<file path="config.mk">
export PLATFORM = sky130hd
export DESIGN_NAME = rtp_payload_pack_fragment_planner
export DESIGN_NICKNAME = d
export VERILOG_FILES = /design/src/rtl/rppf_pkg.sv /design/src/rtl/rtp_payload_pack_fragment_planner.sv /design/src/rtl/rppf_ctrl.sv /design/src/rtl/rppf_dp.sv
export SDC_FILE = /design/constraint.sdc
export NUM_CORES = 1
export LEC_CHECK = 0
export BUFFER_PORTS_ARGS = -buffer_cell sky130_fd_sc_hd__buf_2
export CORE_MARGIN = 1.5
export CORE_UTILIZATION = 63
export DETAILED_ROUTE_END_ITERATION = 8
export PLACE_DENSITY = 0.95
export REMOVE_ABC_BUFFERS = 1
export SYNTH_ARGS = -nofsm -noshare
export SYNTH_HDL_FRONTEND = slang
export SYNTH_SLANG_ARGS = --single-unit
</file>
<file path="constraint.sdc">
create_clock -name aclk -period 13.5 [get_ports aclk]
set_input_delay 0.675 -clock aclk [delete_from_list [all_inputs] [get_ports aclk]]
set_output_delay 0.675 -clock aclk [all_outputs]
set_load 0.05 [all_outputs]
</file>
<file path="src/rtl/rppf_pkg.sv">
package rppf_pkg;

    // codec packet lengths above this are clipped
    localparam int MAX_PACKET = 8191;

    localparam int LEN_W   = 13;
    localparam int TYPE_W  = 2;
    localparam int TS_W    = 32;
    localparam int SEQ_W   = 16;
    localparam int IDENT_W = 24;
    localparam int KIND_W  = 2;
    localparam int COUNT_W = 4;
    localparam int BYTES_W = 11;
    localparam int INDEX_W = 16;

    localparam int IN_DATA_W  = 48;
    localparam int IN_USER_W  = 2;
    localparam int OUT_DATA_W = 120;
    localparam int OUT_USER_W = 4;

    localparam int CFG_INDEX_W = 3;
    localparam int CFG_DATA_W  = 32;

    localparam logic [BYTES_W-1:0] LIMIT_LO    = 11'd256;
    localparam logic [BYTES_W-1:0] LIMIT_HI    = 11'd1400;
    localparam logic [BYTES_W-1:0] LIMIT_RESET = 11'd1000;
    localparam logic [COUNT_W-1:0] STACK_RESET = 4'd15;
    localparam logic [BYTES_W-1:0] PREFIX_BYTES = 11'd2;

    localparam logic [TYPE_W-1:0] TYPE_RAW = 2'd0;

    // configuration register indexes
    localparam logic [CFG_INDEX_W-1:0] CFG_PAYLOAD_LIMIT   = 3'd0;
    localparam logic [CFG_INDEX_W-1:0] CFG_STACK_LIMIT     = 3'd1;
    localparam logic [CFG_INDEX_W-1:0] CFG_CONFIG_IDENT    = 3'd2;
    localparam logic [CFG_INDEX_W-1:0] CFG_START_SEQUENCE  = 3'd3;
    localparam logic [CFG_INDEX_W-1:0] CFG_START_TIMESTAMP = 3'd4;

    typedef enum logic [KIND_W-1:0] {
        KIND_WHOLE  = 2'd0,
        KIND_FIRST  = 2'd1,
        KIND_MIDDLE = 2'd2,
        KIND_LAST   = 2'd3
    } frag_kind_t;

    typedef enum logic [2:0] {
        OP_NONE,
        OP_LOAD,
        OP_PLAN,
        OP_FLUSH,
        OP_PUSH,
        OP_WHOLE,
        OP_FRAG
    } dp_op_t;

    typedef enum logic [2:0] {
        ST_IDLE,
        ST_PLAN,
        ST_FLUSH_PRE,
        ST_PUSH,
        ST_FLUSH_END,
        ST_WHOLE,
        ST_FRAG
    } ctrl_state_t;

    typedef struct packed {
        logic flush_pre;
        logic push;
        logic flush_end;
        logic whole;
        logic frag;
    } plan_t;

    typedef struct packed {
        dp_op_t op;
        logic   last;
    } dp_cmd_t;

    typedef struct packed {
        plan_t plan;
        logic  frag_more;
        logic  out_free;
    } dp_stat_t;

endpackage

</file>
<file path="src/rtl/rtp_payload_pack_fragment_planner.sv">
// channel   dir  tdata (low bit first)                             tuser                   tlast
// s_        in   pkt_length[12:0] ts_increment[44:13] pad[47:45]   pkt_type[1:0]           end_flag
// m_        out  seq_number[15:0] rtp_timestamp[47:16]             frag_kind[1:0]          last_of_run
//                ident_out[71:48] packet_count[75:72]              type_out[3:2]
//                payload_bytes[86:76] source_index[102:87]
//                source_offset[115:103] pad[119:116]
// cfg       in   cfg_wr_en, cfg_index[2:0], cfg_data[31:0]
//
// each accepted word is loaded and planned; the sequencer then walks flush, push,
// end flush, single send and fragment steps and emits at most one word per cycle.
// a stalled m_ side holds the sequencer at its next emitting step; s_tready is low
// while a word is in work. aresetn is synchronous; registers that have a reset value take it.
module rtp_payload_pack_fragment_planner
    import rppf_pkg::*;
(
    input  logic                   aclk,
    input  logic                   aresetn,
    input  logic                   s_tvalid,
    output logic                   s_tready,
    input  logic [IN_DATA_W-1:0]   s_tdata,   // pkt_length, ts_increment
    input  logic [IN_USER_W-1:0]   s_tuser,   // pkt_type
    input  logic                   s_tlast,
    output logic                   m_tvalid,
    input  logic                   m_tready,
    output logic [OUT_DATA_W-1:0]  m_tdata,   // seq_number, rtp_timestamp, ident_out,
                                              // packet_count, payload_bytes, source_index,
                                              // source_offset
    output logic [OUT_USER_W-1:0]  m_tuser,   // frag_kind, type_out
    output logic                   m_tlast,
    input  logic                   cfg_wr_en,
    input  logic [CFG_INDEX_W-1:0] cfg_index,
    input  logic [CFG_DATA_W-1:0]  cfg_data
);

    dp_cmd_t  cmd;
    dp_stat_t stat;

    rppf_ctrl u_ctrl (
        .aclk     (aclk),
        .aresetn  (aresetn),
        .s_tvalid (s_tvalid),
        .s_tready (s_tready),
        .stat     (stat),
        .cmd      (cmd)
    );

    rppf_dp u_dp (
        .aclk      (aclk),
        .aresetn   (aresetn),
        .cmd       (cmd),
        .stat      (stat),
        .in_len    (s_tdata[LEN_W-1:0]),
        .in_type   (s_tuser),
        .in_inc    (s_tdata[LEN_W+TS_W-1:LEN_W]),
        .in_end    (s_tlast),
        .cfg_wr_en (cfg_wr_en),
        .cfg_index (cfg_index),
        .cfg_data  (cfg_data),
        .m_tvalid  (m_tvalid),
        .m_tready  (m_tready),
        .m_tdata   (m_tdata),
        .m_tuser   (m_tuser),
        .m_tlast   (m_tlast)
    );

endmodule

</file>
<file path="src/rtl/rppf_ctrl.sv">
module rppf_ctrl
    import rppf_pkg::*;
(
    input  logic     aclk,
    input  logic     aresetn,
    input  logic     s_tvalid,
    output logic     s_tready,
    input  dp_stat_t stat,
    output dp_cmd_t  cmd
);

    ctrl_state_t state_reg, state_next;
    plan_t       plan_reg, plan_next;

    always_ff @(posedge aclk) begin
        if (!aresetn) begin
            state_reg <= ST_IDLE;
            plan_reg  <= '0;
        end else begin
            state_reg <= state_next;
            plan_reg  <= plan_next;
        end
    end

    always_comb begin
        state_next = state_reg;
        plan_next  = plan_reg;
        cmd.op     = OP_NONE;
        cmd.last   = 1'b0;
        s_tready   = 1'b0;
        unique case (state_reg)
            ST_IDLE: begin
                s_tready = 1'b1;
                if (s_tvalid) begin
                    cmd.op     = OP_LOAD;
                    state_next = ST_PLAN;
                end
            end
            ST_PLAN: begin
                // flags are taken from the stack as it stood before this word
                cmd.op     = OP_PLAN;
                plan_next  = stat.plan;
                state_next = ST_FLUSH_PRE;
            end
            ST_FLUSH_PRE: begin
                if (!plan_reg.flush_pre) begin
                    state_next = ST_PUSH;
                end else if (stat.out_free) begin
                    cmd.op     = OP_FLUSH;
                    cmd.last   = !plan_reg.flush_end && !plan_reg.whole && !plan_reg.frag;
                    state_next = ST_PUSH;
                end
            end
            ST_PUSH: begin
                if (plan_reg.push) begin
                    cmd.op = OP_PUSH;
                end
                state_next = ST_FLUSH_END;
            end
            ST_FLUSH_END: begin
                if (!plan_reg.flush_end) begin
                    state_next = ST_WHOLE;
                end else if (stat.out_free) begin
                    cmd.op     = OP_FLUSH;
                    cmd.last   = 1'b1;
                    state_next = ST_WHOLE;
                end
            end
            ST_WHOLE: begin
                if (!plan_reg.whole) begin
                    state_next = ST_FRAG;
                end else if (stat.out_free) begin
                    cmd.op     = OP_WHOLE;
                    cmd.last   = 1'b1;
                    state_next = ST_FRAG;
                end
            end
            ST_FRAG: begin
                if (!plan_reg.frag) begin
                    state_next = ST_IDLE;
                end else if (stat.out_free) begin
                    cmd.op   = OP_FRAG;
                    cmd.last = !stat.frag_more;
                    if (!stat.frag_more) begin
                        state_next = ST_IDLE;
                    end
                end
            end
            default: begin
                state_next = ST_IDLE;
            end
        endcase
    end

endmodule

</file>
<file path="src/rtl/rppf_dp.sv">
module rppf_dp
    import rppf_pkg::*;
(
    input  logic                   aclk,
    input  logic                   aresetn,
    input  dp_cmd_t                cmd,
    output dp_stat_t               stat,
    input  logic [LEN_W-1:0]       in_len,
    input  logic [TYPE_W-1:0]      in_type,
    input  logic [TS_W-1:0]        in_inc,
    input  logic                   in_end,
    input  logic                   cfg_wr_en,
    input  logic [CFG_INDEX_W-1:0] cfg_index,
    input  logic [CFG_DATA_W-1:0]  cfg_data,
    output logic                   m_tvalid,
    input  logic                   m_tready,
    output logic [OUT_DATA_W-1:0]  m_tdata,
    output logic [OUT_USER_W-1:0]  m_tuser,
    output logic                   m_tlast
);

    // configuration
    logic [BYTES_W-1:0] payload_limit_reg;
    logic [COUNT_W-1:0] stack_limit_reg;
    logic [IDENT_W-1:0] ident_reg;

    // running state
    logic [SEQ_W-1:0]   seq_reg;
    logic [TS_W-1:0]    ts_reg;
    logic [BYTES_W-1:0] stack_bytes_reg;
    logic [COUNT_W-1:0] stack_count_reg;
    logic [INDEX_W-1:0] stack_first_reg;
    logic [INDEX_W-1:0] input_count_reg;

    // current word
    logic [LEN_W-1:0]   len_reg;
    logic [TYPE_W-1:0]  type_reg;
    logic [TS_W-1:0]    inc_reg;
    logic               end_reg;
    logic [INDEX_W-1:0] idx_reg;
    logic [LEN_W-1:0]   rest_reg;
    logic [LEN_W-1:0]   pos_reg;

    // output register
    logic               out_valid_reg;
    logic [SEQ_W-1:0]   out_seq_reg;
    logic [TS_W-1:0]    out_ts_reg;
    logic [IDENT_W-1:0] out_ident_reg;
    frag_kind_t         out_kind_reg;
    logic [TYPE_W-1:0]  out_type_reg;
    logic [COUNT_W-1:0] out_count_reg;
    logic [BYTES_W-1:0] out_bytes_reg;
    logic [INDEX_W-1:0] out_idx_reg;
    logic [LEN_W-1:0]   out_off_reg;
    logic               out_last_reg;

    logic [BYTES_W-1:0] lim;
    logic [LEN_W-1:0]   lim_wide;
    logic [LEN_W:0]     stack_sum;
    logic               len_fits;
    logic               stack_fits;
    logic               raw_path;
    logic [LEN_W-1:0]   len_sat;

    logic               emit;
    frag_kind_t         e_kind;
    logic [TYPE_W-1:0]  e_type;
    logic [COUNT_W-1:0] e_count;
    logic [BYTES_W-1:0] e_bytes;
    logic [INDEX_W-1:0] e_idx;
    logic [LEN_W-1:0]   e_off;
    logic               e_step_ts;

    always_comb begin
        if (payload_limit_reg < LIMIT_LO) begin
            lim = LIMIT_LO;
        end else if (payload_limit_reg > LIMIT_HI) begin
            lim = LIMIT_HI;
        end else begin
            lim = payload_limit_reg;
        end
    end

    assign lim_wide   = LEN_W'(lim);
    assign stack_sum  = {1'b0, len_reg} + (LEN_W + 1)'(stack_bytes_reg);
    assign len_fits   = len_reg <= lim_wide;
    assign stack_fits = (stack_sum <= (LEN_W + 1)'(lim)) && (stack_count_reg < stack_limit_reg);
    assign raw_path   = (type_reg == TYPE_RAW) && (len_fits || stack_bytes_reg != '0);
    assign len_sat    = (in_len > LEN_W'(MAX_PACKET)) ? LEN_W'(MAX_PACKET) : in_len;

    always_comb begin
        stat.plan.flush_pre = (stack_count_reg != '0) &&
                              ((type_reg != TYPE_RAW) || (raw_path && !stack_fits));
        stat.plan.push      = (type_reg == TYPE_RAW) && len_fits;
        stat.plan.flush_end = (type_reg == TYPE_RAW) && len_fits && end_reg;
        stat.plan.whole     = (type_reg != TYPE_RAW) && len_fits;
        stat.plan.frag      = !len_fits;
        stat.frag_more      = rest_reg > lim_wide;
        stat.out_free       = !out_valid_reg || m_tready;
    end

    always_comb begin
        emit      = 1'b0;
        e_kind    = KIND_WHOLE;
        e_type    = type_reg;
        e_count   = '0;
        e_bytes   = '0;
        e_idx     = idx_reg;
        e_off     = '0;
        e_step_ts = 1'b0;
        case (cmd.op)
            OP_FLUSH: begin
                emit      = 1'b1;
                e_type    = TYPE_RAW;
                e_count   = stack_count_reg;
                e_bytes   = stack_bytes_reg;
                e_idx     = stack_first_reg;
                e_step_ts = 1'b1;
            end
            OP_WHOLE: begin
                emit      = 1'b1;
                e_count   = COUNT_W'(1);
                e_bytes   = BYTES_W'(len_reg) + PREFIX_BYTES;
                e_step_ts = 1'b1;
            end
            OP_FRAG: begin
                emit  = 1'b1;
                e_off = pos_reg;
                if (stat.frag_more) begin
                    e_kind  = (pos_reg == '0) ? KIND_FIRST : KIND_MIDDLE;
                    e_bytes = lim + PREFIX_BYTES;
                end else begin
                    // last piece carries the timestamp step
                    e_kind    = KIND_LAST;
                    e_bytes   = BYTES_W'(rest_reg) + PREFIX_BYTES;
                    e_step_ts = 1'b1;
                end
            end
            default: begin
                emit = 1'b0;
            end
        endcase
    end

    always_ff @(posedge aclk) begin
        if (!aresetn) begin
            payload_limit_reg <= LIMIT_RESET;
            stack_limit_reg   <= STACK_RESET;
            ident_reg         <= '0;
            seq_reg           <= '0;
            ts_reg            <= '0;
            stack_bytes_reg   <= '0;
            stack_count_reg   <= '0;
            stack_first_reg   <= '0;
            input_count_reg   <= '0;
            out_valid_reg     <= 1'b0;
        end else begin
            if (cfg_wr_en) begin
                unique case (cfg_index)
                    CFG_PAYLOAD_LIMIT:   payload_limit_reg <= cfg_data[BYTES_W-1:0];
                    CFG_STACK_LIMIT:     stack_limit_reg   <= cfg_data[COUNT_W-1:0];
                    CFG_CONFIG_IDENT:    ident_reg         <= cfg_data[IDENT_W-1:0];
                    CFG_START_SEQUENCE:  seq_reg           <= cfg_data[SEQ_W-1:0];
                    CFG_START_TIMESTAMP: ts_reg            <= cfg_data[TS_W-1:0];
                    default: ;
                endcase
            end

            if (!emit && m_tready) begin
                out_valid_reg <= 1'b0;
            end

            if (emit) begin
                out_valid_reg <= 1'b1;
                out_seq_reg   <= seq_reg;
                out_ts_reg    <= ts_reg;
                out_ident_reg <= ident_reg;
                out_kind_reg  <= e_kind;
                out_type_reg  <= e_type;
                out_count_reg <= e_count;
                out_bytes_reg <= e_bytes;
                out_idx_reg   <= e_idx;
                out_off_reg   <= e_off;
                out_last_reg  <= cmd.last;
                seq_reg       <= seq_reg + SEQ_W'(1);
                if (e_step_ts) begin
                    ts_reg <= ts_reg + inc_reg;
                end
            end

            case (cmd.op)
                OP_LOAD: begin
                    len_reg         <= len_sat;
                    type_reg        <= in_type;
                    inc_reg         <= in_inc;
                    end_reg         <= in_end;
                    idx_reg         <= input_count_reg;
                    input_count_reg <= input_count_reg + INDEX_W'(1);
                end
                OP_PLAN: begin
                    rest_reg <= len_reg;
                    pos_reg  <= '0;
                end
                OP_FLUSH: begin
                    stack_bytes_reg <= '0;
                    stack_count_reg <= '0;
                end
                OP_PUSH: begin
                    if (stack_count_reg == '0) begin
                        stack_first_reg <= idx_reg;
                    end
                    stack_bytes_reg <= stack_bytes_reg + BYTES_W'(len_reg) + PREFIX_BYTES;
                    stack_count_reg <= stack_count_reg + COUNT_W'(1);
                end
                OP_FRAG: begin
                    rest_reg <= rest_reg - lim_wide;
                    pos_reg  <= pos_reg + lim_wide;
                end
                default: ;
            endcase
        end
    end

    assign m_tvalid = out_valid_reg;
    assign m_tdata  = {4'b0, out_off_reg, out_idx_reg, out_bytes_reg, out_count_reg,
                       out_ident_reg, out_ts_reg, out_seq_reg};
    assign m_tuser  = {out_type_reg, out_kind_reg};
    assign m_tlast  = out_last_reg;

endmodule

</file>
## Yosys cells after proc, flatten, opt, wreduce, memory -nomap -nowiden

Cells that the tools add are included.

| cells by class | value |
|---|---|
| add/sub/neg operators | 12 |
| reductions and logical operators | 45 |
| mux-type cells | 48 |
| multiply operators | 0 |
| divide/modulo/power cells | 0 |
| bitwise logic cells | 0 |
| eq/ne operators | 22 |
| $lt $le $gt $ge | 7 |
| shifts and indexed selects | 0 |

Operators by type and width:

| cell | count |
|---|---|
| $mux 32 | 4 |
| $mux 16 | 4 |
| $pmux 13 s2 | 2 |
| $add 11x2->11 const B | 4 |
| $pmux 3 s7 | 2 |
| $mux 3 | 13 |
| $mux 11 | 3 |
| $pmux 11 s3 | 1 |
| $add 16x1->16 const B | 2 |
| $add 32x32->32 | 1 |
| $mux 4 | 6 |
| $pmux 11 s2 | 1 |
| $eq 3x3->1 const B | 7 |
| $eq 3x2->1 const B | 6 |
| $pmux 4 s2 | 2 |
| $reduce_and 2->1 | 8 |
| $ne 3x3->1 const B | 5 |
| $add 13x11->14 | 1 |
| $le 14x11->1 | 1 |
| $add 13x11->13 | 1 |
| $gt 13x11->1 | 1 |
| $gt 13x13->1 const B | 1 |
| $le 13x11->1 | 1 |
| $logic_not 13->1 | 1 |
| other kinds (24) | 56 |

| word-level totals | value |
|---|---|
| flip-flop bits (word level) | 354 |
| bits in latches | 0 |
| output and inout bits | 127 |
| RAM bits | 0 |
| logic and storage cells | 167 |
| bits in read-only memories | 0 |
| memories | 0 |

## Longest topological paths before layout

Gate-level depths: netlist of the first run.

| logic depth | value |
|---|---|
| depth in word-level cells | 15 |
| gate-level depth with buffers | 18 |

## Hierarchy

From an unflattened synthesis of the first run, not the netlist that was laid out.

| unflattened totals | value |
|---|---|
| cells, all modules | 1,698 |
| area total of the unflattened synthesis | 17,853.4 um^2 |

Modules (own cells, without submodules):

| module | area an instance (um^2) | sequential area each (um^2) | cells each | times used |
|---|---|---|---|---|
| rppf_dp | 17,334.1 | 9,038.7 | 1,639 | 1 |
| rppf_ctrl | 519.2 | 160.2 | 59 | 1 |

## Worst setup path after synthesis of the first run

No wires, ideal clock.

| path | value |
|---|---|
| kind | register to register |
| start point | register u_ctrl.state_reg[1] |
| end point | register u_dp.out_last_reg (netlist: u_dp.m_tlast), enable pin |
| buffers on the path | 3 |
| stages on the path, launching flop included | 10 |
| slack | 5,253 ps |
| setup time | 603 ps |
| clock period less this slack | 8,247 ps |
| arrival time | 7,644 ps |
| cell sequence | dfxtp_1 > buf_2 > nor3_1 > and2_1 > buf_2 > nor2_1 > o21ai_1 > nor2_1 > clkbuf_1 > nor2_1 |

| on the way | value |
|---|---|
| word-level cells in the longest chain between the ends | 6 |

Ends and longest elaborated chain:

| what | line | source |
|---|---|---|
| from (decl) | rppf_ctrl.sv:12 | `ctrl_state_t state_reg, state_next;` |
| from (signal assigned) | rppf_ctrl.sv:20 | `state_reg <= state_next;` |
| $eq 3x3->1, or another cell as far along | rppf_ctrl.sv:31 | `unique case (state_reg)` |
| $pmux 3 s7 (*) | rppf_ctrl.sv:31 |  |
| $eq 3x2->1 / $eq 3x3->1 (equally long branches) | rppf_dp.sv:111 | `case (cmd.op)` |
| $reduce_or 3->1 (no source line) (*) | -- |  |
| $mux 1 (*) | rppf_dp.sv:111 |  |
| $reduce_and 2->1 (no source line) (*) | -- |  |
| to (signal assigned) | rppf_dp.sv:184 | `out_last_reg <= cmd.last;` |
| to (decl) | rppf_dp.sv:55 | `logic out_last_reg;` |

Mark *: on every way between the ends. The rest lies on a longest branch, timed or not.
A chain may end at the register's enable or synchronous reset.

## Worst setup path in the final report of the first run

| path | value |
|---|---|
| start point | register u_dp.payload_limit_reg[10] |
| end point | register u_dp.ts_reg[24] |

| on the way | value |
|---|---|
| word-level cells in the longest chain between the ends | 8 |

Ends and longest elaborated chain:

| what | line | source |
|---|---|---|
| from (decl) | rppf_dp.sv:23 | `logic [BYTES_W-1:0] payload_limit_reg;` |
| from (signal assigned) | rppf_dp.sv:160 | `CFG_PAYLOAD_LIMIT: payload_limit_reg <= cfg_data[BYTES_W-1:0];` |
| $gt 11x11->1 | rppf_dp.sv:77 | `end else if (payload_limit_reg > LIMIT_HI) begin` |
| $mux 11 | rppf_dp.sv:77 |  |
| $mux 11 (*) | rppf_dp.sv:75 | `if (payload_limit_reg < LIMIT_LO) begin` |
| $gt 13x11->1 (*) | rppf_dp.sv:98 | `stat.frag_more = rest_reg > lim_wide;` |
| $mux 1 (*) | rppf_dp.sv:129 | `if (stat.frag_more) begin` |
| $pmux 1 s2 (*) | rppf_dp.sv:111 |  |
| $mux 32 (*) | rppf_dp.sv:186 | `if (e_step_ts) begin` |
| $mux 32 (*) | rppf_dp.sv:173 | `if (emit) begin` |
| to (signal assigned) | rppf_dp.sv:164 | `CFG_START_TIMESTAMP: ts_reg <= cfg_data[TS_W-1:0];` |
| to (signal assigned) | rppf_dp.sv:187 | `ts_reg <= ts_reg + inc_reg;` |
| to (decl) | rppf_dp.sv:29 | `logic [TS_W-1:0] ts_reg;` |

Marked as above.

==> impl_metrics.toml, run 1 <==
[outcome]
outcome = "finished clean"

[clock_tree]
ctsHoldBuffers = 0
cts_tree = "built"
postCtsSetupBuffers = 0
clk_latency_ns = 0.53
post_cts_resized = 0
cts.htree.levels = 2
clk_pin_slew_ns = 0.06
numCtsBuffers = 37
clock_sinks = 354
cts_max_path_buffers = 3
cts-root-buf = "clkbuf_16"

[yosys]
ys_ff_latch = 354
synth-compound-area-share_pct = 13.69
synth_cell_type_count = 79
synth_top_area_share_pct = 35.94
yosysSeqAreaShare_pct = 52.18
yosys-top-cells-area = "edfxtp_1, dfxtp_1, ha_1, nand2_1, a21oi_1"
synth_xor_area_share_pct = 4.074
yosys_warnings = 0
postSynthAreaPerCell_um2 = 10.25
netlist_top_cells_count = "nand2_1, edfxtp_1, dfxtp_1, nor2_1, a21oi_1"
synthMuxAreaShare_pct = 2.009
syn_inst = 1720
ys.flop_type = "edfxtp_1"
yosysMostFrequentCell = "nand2_1"
synthesis.area_mm2 = 0.01763
async_flop_share_pct = 0
yosys.area.top_type = "edfxtp_1"
synth_edf_count = 211
synth_simple_gate_area_share_pct = 15.75
synth_fa_ha_area_share_pct = 8.858
synth_top_family_by_area = "simple AND/OR/NAND/NOR gates"

[min_path]
holdPathStages = 1
min-delay-start = "s_tdata[39]"
holdPathEnd = "u_dp.inc_reg[26]"
hold_path.class = "in -> reg"

[sta]
layout_setup_ws_ns = 8.565
fin_crit_ns = 4.935
worst_pin_slew_ns = 1.178
hold_viol = 0
whs_ns = 0.3204
maxClockFrequency_ghz = 0.2026
setup_violations = 0
maxSlewViolCount = 0
relSlewSlack_pct = 21.47
setup_tns_ns = 0
timing.final.crit_share_pct = 36.56
rsz0062_at_grt = "false"
skew_ns = 0.01804

[global_routing]
track_usage_pct = 30.42
antenna_found_initial = 1
gr-total-overflow = 0
grt_max_degree = 103
grt_pass1_wl_um = 69080
grt_pass1_vias = 13773

[pwr]
power_mw = 2.575
clkPwrFrac_pct = 37.8
leakage_nw = 7.946
ir_worst_vdd_mv = 0.1047
power_density_mw_per_mm2 = 128.4
power.switching_uw = 695.2
seq_power_share_pct = 48.0
p_int_mw = 1.880
switching_share_pct = 26.99
comb_power_share_pct = 14.3

[floorplanning]
chipWidth_um = 170.3
num_rows = 61
coreArea_mm2 = 0.02763
start_util_pct = 63.80
die_area_mm2 = 0.02899
ioPinCount = 218
die_h_um = 170.3

[routing]
firstDrtPassIters = 6
wl_per_cell_um = 19.11
wl_um = 43960
route.detailed.drc = 0
detail-route-antenna-nets = 0
vias = 13941
drtIter0Drc = 1274
viasPerCell = 6.059

[setup_path]
ff2ff_path_depth = 14
crit_fanout = 23
startpoint = "u_dp.payload_limit_reg[10]"
worstReg2RegStart = "u_dp.payload_limit_reg[10]"
crit_arrival_ns = 5.36
r2r-end = "u_dp.ts_reg[24]"
rrSetupSlack_ns = 8.56
required_ns = 13.92
setup.worst_path.start_class = "flop"
cp-end-kind = "flop"
worst-setup-path-type = "reg -> reg"

[job]
maxCapViolCount = 0

[layout]
antenna_cells = 0
drive_gt1_share_pct = 16.07
area_growth_pct = 13.81
num-nets-final = 2103
design_area_mm2 = 0.02006

[place]
pre_cts_slack_ns = 8.720
place_hpwl_um = 30350
place_congestion = 0.9320
dpl_cell_area_mm2 = 0.01891
portBuffers = 210
worst max-delay path by stage:
stage,end,slack (ns),cells after the start
final,u_dp.ts_reg[24],8.56,14
after global routing,u_dp.ts_reg[24],8.41,14
after CTS,u_dp.ts_reg[24],8.67,14
after detailed placement,u_dp.ts_reg[24],8.72,14
after global placement,u_dp.ts_reg[10],8.88,14
after floorplan,u_dp.m_tlast,4.08,6
stage by stage:
stage / util [%] / std cells
after floorplan: - / 1634
after global placement: 68.44 / 2234
after detailed placement: 68.44 / 2234
after CTS: 72.62 / 2301
after global routing: 72.62 / 2301
final: 72.62 / 2301
final cells by class:
| cell class | count | area, um^2 |
|---|---|---|
| Clock buffer | 49 | 1022 |
| Clock inverter | 18 | 132.6 |
| Fill cell | 1894 | 7566 |
| Inverter | 61 | 231.5 |
| Multi-Input combinational cell | 1219 | 7864 |
| Sequential cell | 354 | 9199 |
| Tap cell | 378 | 473.0 |
| Timing Repair Buffer | 222 | 1141 |
power by group through the flow:
| stage | clock, mW | sequential, mW | combinational, mW |
|---|---|---|---|
| after detailed placement | 0 | 1.26 | 0.359 |
| after global routing | 1.02 | 1.24 | 0.400 |
| final | 0.973 | 1.24 | 0.367 |
| after CTS | 0.983 | 1.23 | 0.364 |
| after global placement | 0 | 1.25 | 0.342 |
| after floorplan | 0 | 1.29 | 0.223 |
metal layers:
layer	wire length, um	GRT usage, %	vias to the layer above
met5	11	0	-
met4	1893	14.62	2
met3	3506	6.302	145
met2	21440	52.57	653
met1	17120	36.28	6640
li1	-	-	6501
logic make-up after synthesis:
family | after synthesis
AOI/OAI and AO/OA | 374
buffers and inverters | 150
DFF | 354
and+or+nand+nor | 607
muxes | 35
other | 1
adders and majority gates | 117
xor gates and xnor gates | 82
critical path: stages (launching register included):
cell	delay [ns]
dfxtp_1	0.67
inv_1	0.29
nand2_1	0.30
a21o_1	0.25
inv_1	0.13
ha_1	0.39
a21o_1	0.19
a21o_1	0.17
a221oi_2	0.34
o2bb2ai_4	0.36
inv_2	0.16
nor2_1	0.30
or3_1	0.82
a211oi_1	0.15
a211oi_1	0.31
placed cells by master, fill, tap and decap left out, types with 38 or more instances in the layout:
master	count
a211oi_1	41
a21oi_1	119
buf_2	210
clkbuf_16	38
dfxtp_1	143
edfxtp_1	211
ha_1	104
inv_1	59
nand2_1	260
nand3_1	41
nor2_1	137
o21ai_0	65
xnor2_1	50
Power figures use the tool's default switching activity.
==> inputs of run 2 (changes only) <==
--- a/config.mk
+++ b/config.mk
@@ -7,9 +7,9 @@
 export LEC_CHECK = 0
 export BUFFER_PORTS_ARGS = -buffer_cell sky130_fd_sc_hd__buf_2
 export CORE_MARGIN = 1.5
-export CORE_UTILIZATION = 63
+export CORE_UTILIZATION = 59
 export DETAILED_ROUTE_END_ITERATION = 8
-export PLACE_DENSITY = 0.95
+export PLACE_DENSITY = 0.92
 export REMOVE_ABC_BUFFERS = 1
 export SYNTH_ARGS = -nofsm -noshare
 export SYNTH_HDL_FRONTEND = slang
==> constraint.sdc (replaced) <==
create_clock -name aclk -period 5.15 [get_ports aclk]
set_input_delay 0.2575 -clock aclk [delete_from_list [all_inputs] [get_ports aclk]]
set_output_delay 0.2575 -clock aclk [all_outputs]
set_load 0.05 [all_outputs]
==> run 2 against run 1 <==
Clock-buffer cell count decreased by 2; combinational power rose to 2.7 times the previous value; design area up 3.5%; clock skew up 0.0025 ns; largest cell class unchanged; sequential cell count is the same; die area up 6.7%; register-to-register slack got worse by 7.8 ns; cell count rose by 3.1%; worst hold slack worse by 0.31 ns; sequential share of layout area is 1.6 points lower; largest power group unchanged; via count rose by 1.0%; power rose to 2.7 times the previous value.
==> impl_metrics.toml, run 2 (synthesis gave the netlist of run 1 again) <==
[layout]
layout_common_cells = "nand2_1, edfxtp_1, buf_2, dfxtp_1, nor2_1"
area_growth_pct = 17.80
final_common_cell = "nand2_1"
num-nets-final = 2163
drive_gt1_share_pct = 15.74
antenna_cells = 0

[routing]
drtIter0Drc = 1320
wl_per_cell_um = 19.25
firstDrtPassIters = 6
detail-route-antenna-nets = 0
viasPerCell = 5.938
wl_um = 45660
route.detailed.drc = 0
vias = 14084

[clock_tree]
post_cts_resized = 0
cts-root-buf = "clkbuf_16"
clk_pin_slew_ns = 0.07
cts_max_path_buffers = 3
clk_latency_ns = 0.54
cts.htree.levels = 2
postCtsSetupBuffers = 0
cts_tree = "built"
clock_sinks = 354
numCtsBuffers = 38

[min_path]
holdPathStages = 3
hold_path.class = "in -> reg"

[global_routing]
grt_max_degree = 95
grt_pass1_vias = 14124
gr-total-overflow = 0
track_usage_pct = 29.67
grt_pass1_wl_um = 72450
antenna_found_initial = 0

[floorplanning]
die_h_um = 175.9
die_area_mm2 = 0.03093
start_util_pct = 59.64
coreArea_mm2 = 0.02956
chipWidth_um = 175.9
ioPinCount = 218
num_rows = 63

[setup_path]
worst-setup-path-type = "reg -> reg"
max_stage_delay_ns = 0.37
required_ns = 5.40
setup.worst_path.start_class = "flop"
crit_arrival_ns = 4.63
path_delay_family = "compound AO/OA/AOI/OAI gates"
worst-path-stages = 16
crit_fanout = 15
worst-path-buf-inv = 2
cp-end-kind = "flop"
cpMaxStageDelayCell = "a221oi_2"
ff2ff_path_depth = 16
path_common_cell = "a21o_1"
cp_cell_sequence = "inv_1 > nand2_1 > a21o_1 > inv_1 > ha_1 > a21o_1 > a21o_1 > a221oi_2 > o2bb2ai_4 > mux2i_1 > o21ai_1 > ha_1 > nand4_1 > nor3b_2 > xnor2_1 > o21ai_1"

[pwr]
power_density_mw_per_mm2 = 336.8
seq_power_share_pct = 46.3
comb_power_share_pct = 14.4
power_mw = 6.994
switching_share_pct = 26.68
power.switching_mw = 1.866
leakage_nw = 8.248
p_int_mw = 5.128
ir_worst_vdd_mv = 0.3135
clkPwrFrac_pct = 39.3

[place]
portBuffers = 210
pre_cts_slack_ns = 0.9037
place_hpwl_um = 30490
place_congestion = 0.9153

[sta]
rsz0062_at_grt = "false"
fin_crit_ns = 4.374
maxSlewViolCount = 0
setup_violations = 0
skew_ns = 0.02056
layout_setup_ws_ns = 0.7761
maxClockFrequency_ghz = 0.2286
relSlewSlack_pct = 20.78
hold_viol = 0
timing.final.crit_share_pct = 84.93
worst_pin_slew_ns = 1.188

[job]
maxCapViolCount = 0

[outcome]
outcome = "finished clean"
-- run 2: cell types whose count changed in the layout (fill, tap and decap cells not counted), sizes merged --
cell,previous run,this run
clkbuf,49,47
inv,61,64
dlygate4sd3,0,57
bufinv,1,4
buf,222,224
clkinv,14,12
clkinvlp,3,1
-- run 2: through the flow --
step	cell area [um^2]	TNS (ns)	utilization [%]	hold slack [ns]	instances
detailed placement	18950	0	64.11	0.4133	2248
finish	20770	0	70.25	0.01338	2372
global placement	18950	0	64.11	0.4125	2248
CTS	20770	0	70.25	0.0004647	2372
global route	20770	0	70.25	0.03753	2372
floorplan	17270	-516.90	-	0.3194	1634
-- run 2: tightest hold or removal path, delay by kind of cell --
| kind | cells | cell delay (ns) |
|---|---|---|
| and+or+nand+nor | 1 | 0.06 |
| buffers and inverters | 1 | 0.13 |
| AOI/OAI and AO/OA | 1 | 0.05 |
-- run 2: repair_timing --
action / CTS / global route
endpoints found under the setup margin: 0 / 0
hold endpoints to repair: 57 / 0
hold buffers: 57 / 0
-- run 2: path summary, 6_finish.rpt --
| kind | from | to | slack, ns |
|---|---|---|---|
| setup / recovery | u_dp.payload_limit_reg[10] | u_dp.out_bytes_reg[9] | 0.78 |
| hold / removal | cfg_data[14] | u_dp.ident_reg[14] | 0.01 |
| setup reg to reg | u_dp.payload_limit_reg[10] | u_dp.out_bytes_reg[9] | 0.78 |
| hold reg to reg | u_dp.ident_reg[2] | u_dp.out_ident_reg[2] | 0.43 |
-- run 2: power groups by stage --
stage | logic, mW | clock network [mW] | registers (mW)
2_1_floorplan | 0.583 | 0 | 3.38
3_3_place_gp | 0.902 | 0 | 3.28
3_5_place_dp | 0.945 | 0 | 3.29
4_1_cts | 0.988 | 2.78 | 3.23
5_1_grt | 1.09 | 2.89 | 3.25
6_report | 1.00 | 2.75 | 3.24
-- run 2: area by class of cell --
type	instances	area, um^2
flip-flops and latches	354	9199
fillers	2058	8793
multi-input cells	1219	7864
repair buffers	281	1739
clock buffers	47	1026
well taps	390	488.0
inverters	61	231.5
clock inverters	20	219.0
-- run 2: layer usage --
metal	wire (um)	GRT usage (%)	up-vias
met2	23070	52.78	641
met4	1848	13.18	0
met3	3317	5.065	133
met1	17420	35.14	6703
met5	0	0	-
li1	-	-	6607
==> inputs of run 3 (changes only) <==
--- a/config.mk
+++ b/config.mk
@@ -7,9 +7,9 @@
 export LEC_CHECK = 0
 export BUFFER_PORTS_ARGS = -buffer_cell sky130_fd_sc_hd__buf_2
 export CORE_MARGIN = 1.5
-export CORE_UTILIZATION = 59
+export CORE_UTILIZATION = 53
 export DETAILED_ROUTE_END_ITERATION = 8
-export PLACE_DENSITY = 0.92
+export PLACE_DENSITY = 0.88
 export REMOVE_ABC_BUFFERS = 1
 export SYNTH_ARGS = -nofsm -noshare
 export SYNTH_HDL_FRONTEND = slang
==> constraint.sdc (replaced) <==
create_clock -name aclk -period 3.8 [get_ports aclk]
set_input_delay 0.19 -clock aclk [delete_from_list [all_inputs] [get_ports aclk]]
set_output_delay 0.19 -clock aclk [all_outputs]
set_load 0.05 [all_outputs]
==> run 3 against run 2 <==
Sequential power increased by 35%; die area increased by 11%; cell count increased by 4.6%; sequential share of layout area decreased by 1.2 points; clock-buffer cell count increased by 10; utilization decreased by 4.7 points; setup slack got worse by 0.64 ns; clock skew decreased by 0.0015 ns; non-clock buffer count increased by 49; fmax increased by 20%; largest power group unchanged.
==> impl_metrics.toml, run 3 (synthesis gave the netlist of run 1 again) <==
[pwr]
seq_power_share_pct = 46.4
p_int_mw = 6.910
power_density_mw_per_mm2 = 442.5
leakage_nw = 8.482
power_mw = 9.463
power.switching_mw = 2.553
clkPwrFrac_pct = 38.7
comb_power_share_pct = 14.9
switching_share_pct = 26.98
ir_worst_vdd_mv = 0.4377

[clock_tree]
cts.htree.levels = 2
cts_max_path_buffers = 3
clk_latency_ns = 0.53
cts_tree = "built"
clk_pin_slew_ns = 0.06
numCtsBuffers = 39
cts-root-buf = "clkbuf_16"
clock_sinks = 354

[place]
place_hpwl_um = 30840
portBuffers = 210
place_congestion = 0.9184

[setup_path]
crit_fanout = 9
required_ns = 4.05
cp-end-kind = "flop"
worst-setup-path-type = "reg -> reg"
crit_arrival_ns = 3.91
rrSetupSlack_ns = 0.14
setup.worst_path.start_class = "flop"

[global_routing]
antenna_found_initial = 1
track_usage_pct = 26.83
gr-total-overflow = 0
grt_max_degree = 67
grt_pass1_vias = 14032
grt_pass1_wl_um = 71840

[layout]
utilization_pct = 65.56
num-nets-final = 2214
final_common_cell = "nand2_1"
drive_gt1_share_pct = 18.02
area_growth_pct = 21.31
layout_common_cells = "nand2_1, edfxtp_1, buf_2, nor2_1, dfxtp_1"

[floorplanning]
die_h_um = 185.4
coreArea_mm2 = 0.03262
chipWidth_um = 185.4
num_rows = 66
die_area_mm2 = 0.03436
start_util_pct = 54.04
ioPinCount = 218

[routing]
wl_um = 46440
firstDrtPassIters = 5
detail-route-antenna-nets = 0
drtIter0Drc = 1151
vias = 14232
viasPerCell = 5.739
wl_per_cell_um = 18.73
route.detailed.drc = 0

[job]
maxCapViolCount = 0

[sta]
maxSlewViolCount = 0
timing.final.crit_share_pct = 96.31
worst_pin_slew_ns = 1.251
relSlewSlack_pct = 16.62
setup_tns_ns = 0
skew_ns = 0.01902
setup_violations = 0
hold_viol = 0
fin_crit_ns = 3.660
maxClockFrequency_ghz = 0.2732

[min_path]
hold_path.class = "in -> reg"

[outcome]
outcome = "finished clean"
## run 3: cell types whose count changed in the layout (fill, tap and decap cells not counted), moves of 4 or more
cell and delta:
buf_4 +30, clkbuf_1 +6, dfxtp_1 -6, dfxtp_2 +6, dlygate4sd3_1 +16, o21ai_0 -4
## run 3: area by class of cell
| class | count | area (um^2) |
|---|---|---|
| Sequential cell | 354 | 9206 |
| Clock buffer | 57 | 1115 |
| Clock inverter | 15 | 123.9 |
| Tap cell | 442 | 553.0 |
| Multi-Input combinational cell | 1220 | 7969 |
| Fill cell | 2460 | 11230 |
| Inverter | 61 | 231.5 |
| Timing Repair Buffer | 330 | 2185 |
| Antenna cell | 1 | 2.502 |
## run 3: timing repair
action,CTS,global route
endpoints found under the hold margin,85,0
gates resized for setup,0,31
hold buffers,73,0
buffers inserted,0,7
setup endpoints to repair,0,43
## run 3: power groups by stage
stage	Sequential (mW)	Clock [mW]	Combinational [mW]
global route	4.41	3.86	1.54
global placement	4.46	0	1.25
finish	4.39	3.66	1.41
CTS	4.39	3.70	1.37
floorplan	4.58	0	0.791
detailed placement	4.46	0	1.30
## run 3: stage by stage
step | area (um^2) | instances | hold slack [ns] | setup slack [ns]
2_1_floorplan | 17270 | 1634 | 0.2519 | -5.622
3_3_place_gp | 19250 | 2326 | 0.3680 | 0.2210
3_5_place_dp | 19250 | 2326 | 0.3681 | 0.02063
4_1_cts | 21220 | 2471 | 0.00005734 | 0.01970
5_1_grt | 21390 | 2480 | 0.001627 | -0.05168
6_report | 21390 | 2480 | 0.01674 | 0.1402
## run 3: final timing paths
kind	start	end	cells after the start
max	u_dp.payload_limit_reg[9]	u_dp.out_bytes_reg[9]	15
min	cfg_data[2]	u_dp.ident_reg[2]	3
max reg2reg	u_dp.payload_limit_reg[9]	u_dp.out_bytes_reg[9]	15
min reg2reg	u_dp.ident_reg[6]	u_dp.out_ident_reg[6]	0
## run 3: layer usage
layer  GRT usage, %  wire [um]  vias up  part of all wire [%]
met3          5.132       3254      133                   7.0
met2          46.80      22810      573                    49
met1          32.38      18490     6795                    40
met5              0          0        -                     0
met4          11.22       1886        0                   4.1
li1               -          -     6731                     -
## run 3: worst max-delay path, stage by stage (launching register included)
cell and delay [ns]:
dfxtp_2 0.43, nand2b_1 0.20, a21o_1 0.21, inv_1 0.09, ha_1 0.30, a21o_1 0.17, a21o_1 0.21, a221oi_4 0.37
o2bb2ai_4 0.21, mux2i_1 0.14, o21ai_2 0.21, ha_2 0.23, nand4_1 0.17, nor3b_2 0.23, xnor2_1 0.14, o21ai_1 0.07
